[config.mk]
export PLATFORM = sky130hd
export DESIGN_NAME = char_queue_with_match_delete
export DESIGN_NICKNAME = d
export VERILOG_FILES = /design/src/hdl/cqmd_pkg.sv /design/src/hdl/cqmd_datapath.sv /design/src/hdl/cqmd_ctrl.sv /design/src/hdl/char_queue_with_match_delete.sv
export VERILOG_INCLUDE_DIRS = /design/src /design/src/hdl
export SDC_FILE = /design/constraint.sdc
export NUM_CORES = 1
export LEC_CHECK = 0
export ABC_AREA = 1
export BUFFER_PORTS_ARGS = -buffer_cell sky130_fd_sc_hd__buf_2
export CAP_MARGIN = 25
export CORE_MARGIN = 8
export CORE_UTILIZATION = 60
export CTS_CLUSTER_SIZE = 28
export DETAILED_ROUTE_END_ITERATION = 10
export GPL_TIMING_DRIVEN = 1
export HOLD_SLACK_MARGIN = 0.1
export PLACE_DENSITY = 0.78
export SYNTH_ARGS = -nofsm -noshare
export SYNTH_HDL_FRONTEND = slang
export SYNTH_SLANG_ARGS = --single-unit
[constraint.sdc]
create_clock -name clk -period 3.1 [get_ports clk]
set_input_delay 0 -clock clk [delete_from_list [all_inputs] [get_ports clk]]
set_output_delay 0 -clock clk [all_outputs]
set_load 0.005 [all_outputs]
[src/hdl/assert_macros.svh]
// ----------------------------------------------------------------------------
// assert_macros.svh
// Shared concurrent assertion macros, clocked on clk and held off in reset.
// ----------------------------------------------------------------------------
`ifndef ASSERT_MACROS_SVH
`define ASSERT_MACROS_SVH

// Check an implication property on every rising edge outside reset.
`define ASSERT_CLK(label, prop, msg) \
    label: assert property (@(posedge clk) disable iff (!rst_n) (prop)) \
        else $error(msg);

// Check that an expression never holds outside reset.
`define ASSERT_NEVER(label, expr, msg) \
    label: assert property (@(posedge clk) disable iff (!rst_n) !(expr)) \
        else $error(msg);

`endif

[src/hdl/cqmd_pkg.sv]
// ----------------------------------------------------------------------------
// cqmd_pkg
// Types and constants shared by the byte queue controller and datapath.
// ----------------------------------------------------------------------------
`timescale 1ns / 1ps

package cqmd_pkg;

    // Queue geometry
    localparam int DEPTH = 16;
    localparam int CNT_W = $clog2(DEPTH + 1);
    localparam int IDX_W = $clog2(DEPTH);
    localparam int FILL_W = 5;

    typedef enum logic [1:0] {
        OP_ENQ    = 2'd0,
        OP_REMOVE = 2'd1,
        OP_DROP   = 2'd2,
        OP_LIST   = 2'd3
    } op_t;

    typedef enum logic [1:0] {
        ST_OK       = 2'd0,
        ST_FULL     = 2'd1,
        ST_NOTFOUND = 2'd2,
        ST_EMPTY    = 2'd3
    } status_t;

    typedef struct packed {
        op_t        op;
        logic [7:0] item_char;
    } in_item_t;

    typedef struct packed {
        status_t             status;
        logic [7:0]          char_out;
        logic                last;
        logic [FILL_W-1:0]   fill_count;
    } out_item_t;

    typedef enum logic [3:0] {
        S_IDLE,
        S_EXEC,
        S_LIST_RD,
        S_LIST_OUT,
        S_SRCH_RD,
        S_SRCH_CMP,
        S_SHIFT_RD,
        S_SHIFT_WR,
        S_FINISH
    } state_t;

    // Commands from controller to datapath
    typedef struct packed {
        logic    capture;
        logic    enq_write;
        logic    src_clear;
        logic    src_inc;
        logic    shift_init;
        logic    rd_src;
        logic    shift_write;
        logic    count_from_dst;
        logic    out_load;
        status_t out_status;
        logic    out_use_data;
        logic    out_last;
    } dp_cmd_t;

    // Status from datapath to controller
    typedef struct packed {
        op_t  op;
        logic count_zero;
        logic full;
        logic match;
        logic src_last;
        logic src_end;
        logic out_free;
    } dp_stat_t;

endpackage

[src/hdl/cqmd_datapath.sv]
// ----------------------------------------------------------------------------
// cqmd_datapath
// Entry memory, count, search/shift pointers and the result register.
// ----------------------------------------------------------------------------
`timescale 1ns / 1ps

module cqmd_datapath
    import cqmd_pkg::*;
(
    input  logic      clk,
    input  logic      rst_n,
    input  in_item_t  in_item,
    input  dp_cmd_t   cmd,
    output dp_stat_t  stat,
    output logic      out_valid,
    input  logic      out_ready,
    output out_item_t out_item
);

    logic [7:0]       mem [DEPTH];
    logic [7:0]       rdata_reg;
    in_item_t         item_reg;
    logic [CNT_W-1:0] count_reg, count_next;
    logic [CNT_W-1:0] src_reg, src_next;
    logic [CNT_W-1:0] dst_reg, dst_next;
    logic             out_valid_reg, out_valid_next;
    out_item_t        out_reg;
    logic [CNT_W-1:0] src_plus;

    assign src_plus = CNT_W'(src_reg + 1'b1);

    // Hold the accepted beat for the whole operation
    always_ff @(posedge clk)
    begin
        if (cmd.capture)
        begin
            item_reg <= in_item;
        end
    end

    // Entry memory: one write port, one registered read port
    always_ff @(posedge clk)
    begin
        if (cmd.enq_write)
        begin
            mem[count_reg[IDX_W-1:0]] <= item_reg.item_char;
        end
        else if (cmd.shift_write)
        begin
            mem[dst_reg[IDX_W-1:0]] <= rdata_reg;
        end
        if (cmd.rd_src)
        begin
            rdata_reg <= mem[src_reg[IDX_W-1:0]];
        end
    end

    // Advance count and pointers
    always_comb
    begin
        count_next = count_reg;
        if (cmd.enq_write)
        begin
            count_next = CNT_W'(count_reg + 1'b1);
        end
        else if (cmd.count_from_dst)
        begin
            // after the move, dst points one past the last kept entry
            count_next = dst_reg;
        end

        src_next = src_reg;
        dst_next = dst_reg;
        if (cmd.src_clear)
        begin
            src_next = '0;
        end
        else if (cmd.shift_init)
        begin
            if (item_reg.op == OP_REMOVE)
            begin
                dst_next = src_reg;
                src_next = src_plus;
            end
            else
            begin
                dst_next = '0;
            end
        end
        else if (cmd.shift_write)
        begin
            src_next = src_plus;
            dst_next = CNT_W'(dst_reg + 1'b1);
        end
        else if (cmd.src_inc)
        begin
            src_next = src_plus;
        end
    end

    always_ff @(posedge clk or negedge rst_n)
    begin
        if (!rst_n)
        begin
            count_reg <= '0;
        end
        else
        begin
            count_reg <= count_next;
        end
    end

    always_ff @(posedge clk)
    begin
        src_reg <= src_next;
        dst_reg <= dst_next;
    end

    // Result register: load when free, drop valid once the beat is taken
    always_comb
    begin
        out_valid_next = out_valid_reg;
        if (cmd.out_load)
        begin
            out_valid_next = 1'b1;
        end
        else if (out_ready)
        begin
            out_valid_next = 1'b0;
        end
    end

    always_ff @(posedge clk or negedge rst_n)
    begin
        if (!rst_n)
        begin
            out_valid_reg <= 1'b0;
        end
        else
        begin
            out_valid_reg <= out_valid_next;
        end
    end

    always_ff @(posedge clk)
    begin
        if (cmd.out_load)
        begin
            out_reg.status     <= cmd.out_status;
            out_reg.char_out   <= cmd.out_use_data ? rdata_reg : 8'd0;
            out_reg.last       <= cmd.out_last;
            out_reg.fill_count <= FILL_W'(count_next);
        end
    end

    assign out_valid = out_valid_reg;
    assign out_item  = out_reg;

    // Status toward the controller
    assign stat.op         = item_reg.op;
    assign stat.count_zero = (count_reg == '0);
    assign stat.full       = (count_reg >= CNT_W'(DEPTH));
    assign stat.match      = (rdata_reg == item_reg.item_char);
    assign stat.src_last   = (src_plus == count_reg);
    assign stat.src_end    = (src_reg >= count_reg);
    assign stat.out_free   = !out_valid_reg;

endmodule

[src/hdl/cqmd_ctrl.sv]
// ----------------------------------------------------------------------------
// cqmd_ctrl
// Sequencer for enqueue, list, search and gap-closing moves.
// ----------------------------------------------------------------------------
`timescale 1ns / 1ps

module cqmd_ctrl
    import cqmd_pkg::*;
(
    input  logic     clk,
    input  logic     rst_n,
    input  logic     in_valid,
    output logic     in_ready,
    input  dp_stat_t stat,
    output dp_cmd_t  cmd
);

    state_t state_reg, state_next;

    always_ff @(posedge clk or negedge rst_n)
    begin
        if (!rst_n)
        begin
            state_reg <= S_IDLE;
        end
        else
        begin
            state_reg <= state_next;
        end
    end

    // Next state
    always_comb
    begin
        state_next = state_reg;
        case (state_reg)
            S_IDLE:
            begin
                if (in_valid)
                begin
                    state_next = S_EXEC;
                end
            end
            S_EXEC:
            begin
                if (stat.out_free)
                begin
                    if (stat.op == OP_ENQ || stat.count_zero)
                    begin
                        state_next = S_IDLE;
                    end
                    else if (stat.op == OP_LIST)
                    begin
                        state_next = S_LIST_RD;
                    end
                    else
                    begin
                        state_next = S_SRCH_RD;
                    end
                end
            end
            S_LIST_RD:
            begin
                state_next = S_LIST_OUT;
            end
            S_LIST_OUT:
            begin
                if (stat.out_free)
                begin
                    state_next = stat.src_last ? S_IDLE : S_LIST_RD;
                end
            end
            S_SRCH_RD:
            begin
                state_next = S_SRCH_CMP;
            end
            S_SRCH_CMP:
            begin
                if (stat.match)
                begin
                    state_next = S_SHIFT_RD;
                end
                else if (!stat.src_last)
                begin
                    state_next = S_SRCH_RD;
                end
                else if (stat.out_free)
                begin
                    state_next = S_IDLE;
                end
            end
            S_SHIFT_RD:
            begin
                state_next = stat.src_end ? S_FINISH : S_SHIFT_WR;
            end
            S_SHIFT_WR:
            begin
                state_next = S_SHIFT_RD;
            end
            S_FINISH:
            begin
                if (stat.out_free)
                begin
                    state_next = S_IDLE;
                end
            end
            default:
            begin
                state_next = S_IDLE;
            end
        endcase
    end

    // Commands
    always_comb
    begin
        cmd          = '0;
        cmd.out_status = ST_OK;
        in_ready     = 1'b0;
        case (state_reg)
            S_IDLE:
            begin
                in_ready    = 1'b1;
                cmd.capture = in_valid;
            end
            S_EXEC:
            begin
                if (stat.out_free)
                begin
                    if (stat.op == OP_ENQ)
                    begin
                        cmd.out_load   = 1'b1;
                        cmd.out_last   = 1'b1;
                        cmd.enq_write  = !stat.full;
                        cmd.out_status = stat.full ? ST_FULL : ST_OK;
                    end
                    else if (stat.count_zero)
                    begin
                        cmd.out_load   = 1'b1;
                        cmd.out_last   = 1'b1;
                        cmd.out_status = ST_EMPTY;
                    end
                    else
                    begin
                        cmd.src_clear = 1'b1;
                    end
                end
            end
            S_LIST_RD, S_SRCH_RD:
            begin
                cmd.rd_src = 1'b1;
            end
            S_LIST_OUT:
            begin
                if (stat.out_free)
                begin
                    cmd.out_load     = 1'b1;
                    cmd.out_use_data = 1'b1;
                    cmd.out_last     = stat.src_last;
                    cmd.src_inc      = !stat.src_last;
                end
            end
            S_SRCH_CMP:
            begin
                if (stat.match)
                begin
                    cmd.shift_init = 1'b1;
                end
                else if (!stat.src_last)
                begin
                    cmd.src_inc = 1'b1;
                end
                else if (stat.out_free)
                begin
                    cmd.out_load   = 1'b1;
                    cmd.out_last   = 1'b1;
                    cmd.out_status = ST_NOTFOUND;
                end
            end
            S_SHIFT_RD:
            begin
                cmd.rd_src = !stat.src_end;
            end
            S_SHIFT_WR:
            begin
                cmd.shift_write = 1'b1;
            end
            S_FINISH:
            begin
                if (stat.out_free)
                begin
                    cmd.count_from_dst = 1'b1;
                    cmd.out_load       = 1'b1;
                    cmd.out_last       = 1'b1;
                end
            end
            default:
            begin
                cmd = '0;
            end
        endcase
    end

endmodule

[src/hdl/char_queue_with_match_delete.sv]
// Byte queue with delete-by-value. One beat on in_item carries an operation:
// enqueue, remove first match, drop entries before first match, or list.
// Each operation yields one out_item beat, except list, which yields one
// beat per stored byte, oldest first, with last set on the final beat.
// in_ready is high only while no operation is in progress; one operation
// runs at a time. Enqueue and operations on an empty queue load their result
// from S_EXEC once the output register is free, and the next input beat is
// taken in S_IDLE after that. List alternates S_LIST_RD and S_LIST_OUT, one
// beat loaded per stored byte. Remove and drop read and compare each entry
// searched, then read and write each entry moved; the entry memory, read
// through one registered port once per step, sets this pacing.
// Results sit in an output register; while the receiver stalls, the held
// beat stays put and the next result waits, but a new input beat is still
// taken once the operation's last result has been loaded.
// Reset empties the queue; memory contents are not cleared.
// ----------------------------------------------------------------------------
// char_queue_with_match_delete
// Top level: controller and datapath of the bounded byte queue.
// ----------------------------------------------------------------------------
`timescale 1ns / 1ps
`include "assert_macros.svh"

module char_queue_with_match_delete
    import cqmd_pkg::*;
(
    input  logic      clk,
    input  logic      rst_n,
    input  logic      in_valid,
    output logic      in_ready,
    input  in_item_t  in_item,
    output logic      out_valid,
    input  logic      out_ready,
    output out_item_t out_item
);

    dp_cmd_t  cmd;
    dp_stat_t stat;

    cqmd_ctrl u_ctrl (
        .clk      (clk),
        .rst_n    (rst_n),
        .in_valid (in_valid),
        .in_ready (in_ready),
        .stat     (stat),
        .cmd      (cmd)
    );

    cqmd_datapath u_datapath (
        .clk       (clk),
        .rst_n     (rst_n),
        .in_item   (in_item),
        .cmd       (cmd),
        .stat      (stat),
        .out_valid (out_valid),
        .out_ready (out_ready),
        .out_item  (out_item)
    );

    // Checks
    `ASSERT_CLK(a_busy_after_accept, (in_valid && in_ready) |=> !in_ready, "ready after accept")
    `ASSERT_NEVER(a_char_zero, out_valid && out_item.status != ST_OK && out_item.char_out != 8'd0, "stray char")
    `ASSERT_CLK(a_full_count, (out_valid && out_item.status == ST_FULL) |-> (out_item.fill_count == FILL_W'(DEPTH)), "full with room")
    `ASSERT_CLK(a_empty_beat, (out_valid && out_item.status == ST_EMPTY) |-> (out_item.fill_count == '0 && out_item.last), "bad empty beat")

endmodule
==> flow_metrics.env <==
export IMPL_grt_usage=0.233
export IMPL_timing_rr_start="u_ctrl.state_reg[2]$_DFFE_PN0P_"
export IMPL_cp_end_kind="register"
export IMPL_rsz0062_at_grt="false"
export IMPL_netlist_area_um2=7900
export IMPL_synthTopCellsByArea="edfxtp_1, nor2_1, o21ai_0"
export IMPL_fillers=945
export IMPL_synth_fp_nets=720
export IMPL_placed_area_um2=8250
export IMPL_reg2reg_depth=7
export IMPL_die_area_um2=17100
export IMPL_clockBufferDepth=2
export IMPL_p_leak_nw=3.33
export IMPL_maxSlewViolCount=0
export IMPL_fin_hold_ws_ps=272
export IMPL_ios=32
export IMPL_most_common_layout_cells="edfxtp_1, nor2_1, nand2_1, o21ai_0, inv_1"
export IMPL_cts_sinks=182
export IMPL_skew_ps=16.1
export IMPL_syn_avg_cell_area_um2=11.3
export IMPL_coreArea_um2=13000
export IMPL_crit_end="u_datapath.mem[9][3]$_DFFE_PP_"
export IMPL_p_per_area_nw_per_um2=877
export IMPL_cts_setup_buffers=0
export IMPL_yosysTopAreaCell="edfxtp_1"
export IMPL_regArea_um2=5370
export IMPL_routabilityCongestion=0.929
export IMPL_grt_max_degree=69
export IMPL_n_antenna_cell=0
export IMPL_drc_errors=0
export IMPL_r2r_end="u_datapath.mem[9][3]$_DFFE_PP_"
export IMPL_crit_type="reg2reg"
export IMPL_worstMarginPinSlew_ps=986
export IMPL_final_setup_viol_count=0
export IMPL_fin_area_um2=8990
export IMPL_worst_ir_drop_vdd_uv=526
export IMPL_maxCapViolations=0
export IMPL_post_route_period_util=0.857
export IMPL_synthArstFlopShare=0.0549
export IMPL_slowest_stage="nor2_1"
export IMPL_synth_cell_types=37
export IMPL_worstPathArrival_ps=2730
export IMPL_start_util=0.606
export IMPL_clock_latency_ps=440
export IMPL_postCtsResizedCells=0
export IMPL_hold_viol=0
export IMPL_antenna_found_initial=0
export IMPL_dominantRegCellSynth="edfxtp_1"
export IMPL_fmax_mhz=377
export IMPL_layout_drive_gt1_share=0.128
export IMPL_cts_buffers=17
export IMPL_fin_tns_setup_ps=0
export IMPL_slew_headroom=0.340
export IMPL_area_growth_pct=13.8
export IMPL_crit_chain="nor2_1 > nand3_1 > nor2_2 > nand2_1 > nand2_1 > nand3_1 > nor2_1"
export IMPL_wl_per_cell_um=20.0
export IMPL_use_met1=0.279
export IMPL_drtAntennaViolNets=0
export IMPL_clockRootBuffer="clkbuf_16"
export IMPL_hold_path_class="in2reg"
export IMPL_largest_reg_flops=128
export IMPL_yosys_warnings=0
export IMPL_fin_nets=769
export IMPL_cts_tree="done"
export IMPL_synth_edf_count=167
export IMPL_die_width_um=131
export IMPL_htreeDepth=4
export IMPL_status="finished clean"
export IMPL_grt_busiest_layer="met2"
export IMPL_r2r_setup_slack_ps=440
export IMPL_grt_pass1_wl_mm=29.1
export IMPL_postSynthCellCount=697
export IMPL_grt_use_met2=0.399
export IMPL_multi_input_area_um2=2200
export IMPL_cts_hold_buf=14
export IMPL_first_global_vias=5526
export IMPL_period_minus_slack_ps=2660
export IMPL_crit_required_ps=3170
export IMPL_placed_cells=889
export IMPL_slowest_delay_ps=610
export IMPL_ys_seq_elements=182
export IMPL_viasPerCell=5.98
export IMPL_overflow=0
export IMPL_yosysTopAreaCellShare=0.635
export IMPL_drt_iter0_markers=615
export IMPL_start_kind="register"
export IMPL_ys_seq_area_frac=0.679
export IMPL_clk_pin_slew_ps=70
export IMPL_num_vias=5593
export IMPL_routed_wl_mm=18.7
export IMPL_hpwl_mm=12.4
export IMPL_num_rows=42
export IMPL_use_met3=0.0479
export IMPL_critPathLaunch="u_ctrl.state_reg[2]$_DFFE_PN0P_"
export IMPL_dr_pass1_iters=5
export IMPL_final_common_cell="edfxtp_1"
export IMPL_die_y_um=131
export IMPL_io_buffer_count=31
export IMPL_final_cells=935
export IMPL_crit_fanout=8
==> metal layers <==
| metal | up-vias | wire (µm) |
|---|---|---|
| met5 | - | 0 |
| met3 | 39 | 1480 |
| met4 | 0 | 458 |
| li1 | 2582 | - |
| met1 | 2695 | 7310 |
| met2 | 277 | 9470 |
==> cells in the mapped netlist, types with 5 or more instances <==
master and instances:
a21oi_1 9, buf_2 8, clkbuf_1 17, dfrtp_1 10, dfxtp_1 5, edfxtp_1 167, ha_1 9, inv_1 49
inv_2 6, nand2_1 91, nand2_2 6, nand3_1 31, nand4_1 6, nor2_1 116, nor3_1 5, o211ai_1 11
o21ai_0 84, o221ai_1 21, o22ai_1 14, xnor2_1 5
==> cell type report <==
class	instances	share of cell area
sequential	182	0.597
multi-input combinational	431	0.245
clock buffer	18	0.0477
timing repair buffer	58	0.0437
tap	176	0.0245
inverter	56	0.0234
clock inverter	14	0.0185
==> how the worst min path moves through the flow <==
stage               start                                 to  slack [ps]  cells past startpoint
2_1_floorplan       rst_n    u_ctrl.state_reg[0]$_DFFE_PN0P_        -300                      0
3_3_place_gp        rst_n  u_datapath.count_reg[2]$_DFF_PN0_        -120                      1
3_5_place_dp        rst_n  u_datapath.count_reg[1]$_DFF_PN0_        -110                      1
4_1_cts        in_item[4]   u_datapath.item_reg[4]$_DFFE_PP_         260                      2
5_1_grt        in_item[9]       u_datapath.stat[7]$_DFFE_PP_         270                      2
6_report       in_item[6]   u_datapath.item_reg[6]$_DFFE_PP_         270                      2
==> where the power goes <==
group	total, mW	switching (mW)	leakage, nW	internal, mW
clock	2.18	0.964	0.288	1.21
sequential	3.33	0.208	1.68	3.13
combinational	2.37	1.66	1.36	0.702
total	7.88	2.84	3.33	5.04
==> cell families after synthesis <==
group	count (synthesis)	share of synthesized area
adders and majority gates	9	0.0142
DFF	182	0.679
and+or+nand+nor	267	0.146
xor gates and xnor gates	8	0.00887
AOI/OAI and AO/OA	147	0.110
buffers and inverters	84	0.0421
==> worst max-delay path: cells and delay by family, from the launching register on <==
family / cells / cell delay [ps]
DFF: 1 / 410
and+or+nand+nor: 7 / 1870
==> metrics by stage <==
step                      power (mW)   util  worst slack (ps)
after detailed placement        5.68  0.633               501
after floorplan                 4.91      -               493
after global routing            8.25  0.690               226
after global placement          5.62  0.633               594
final                           7.88  0.690               444
after CTS                       7.85  0.690               475
Note: power is estimated with default switching activity, not from simulation.
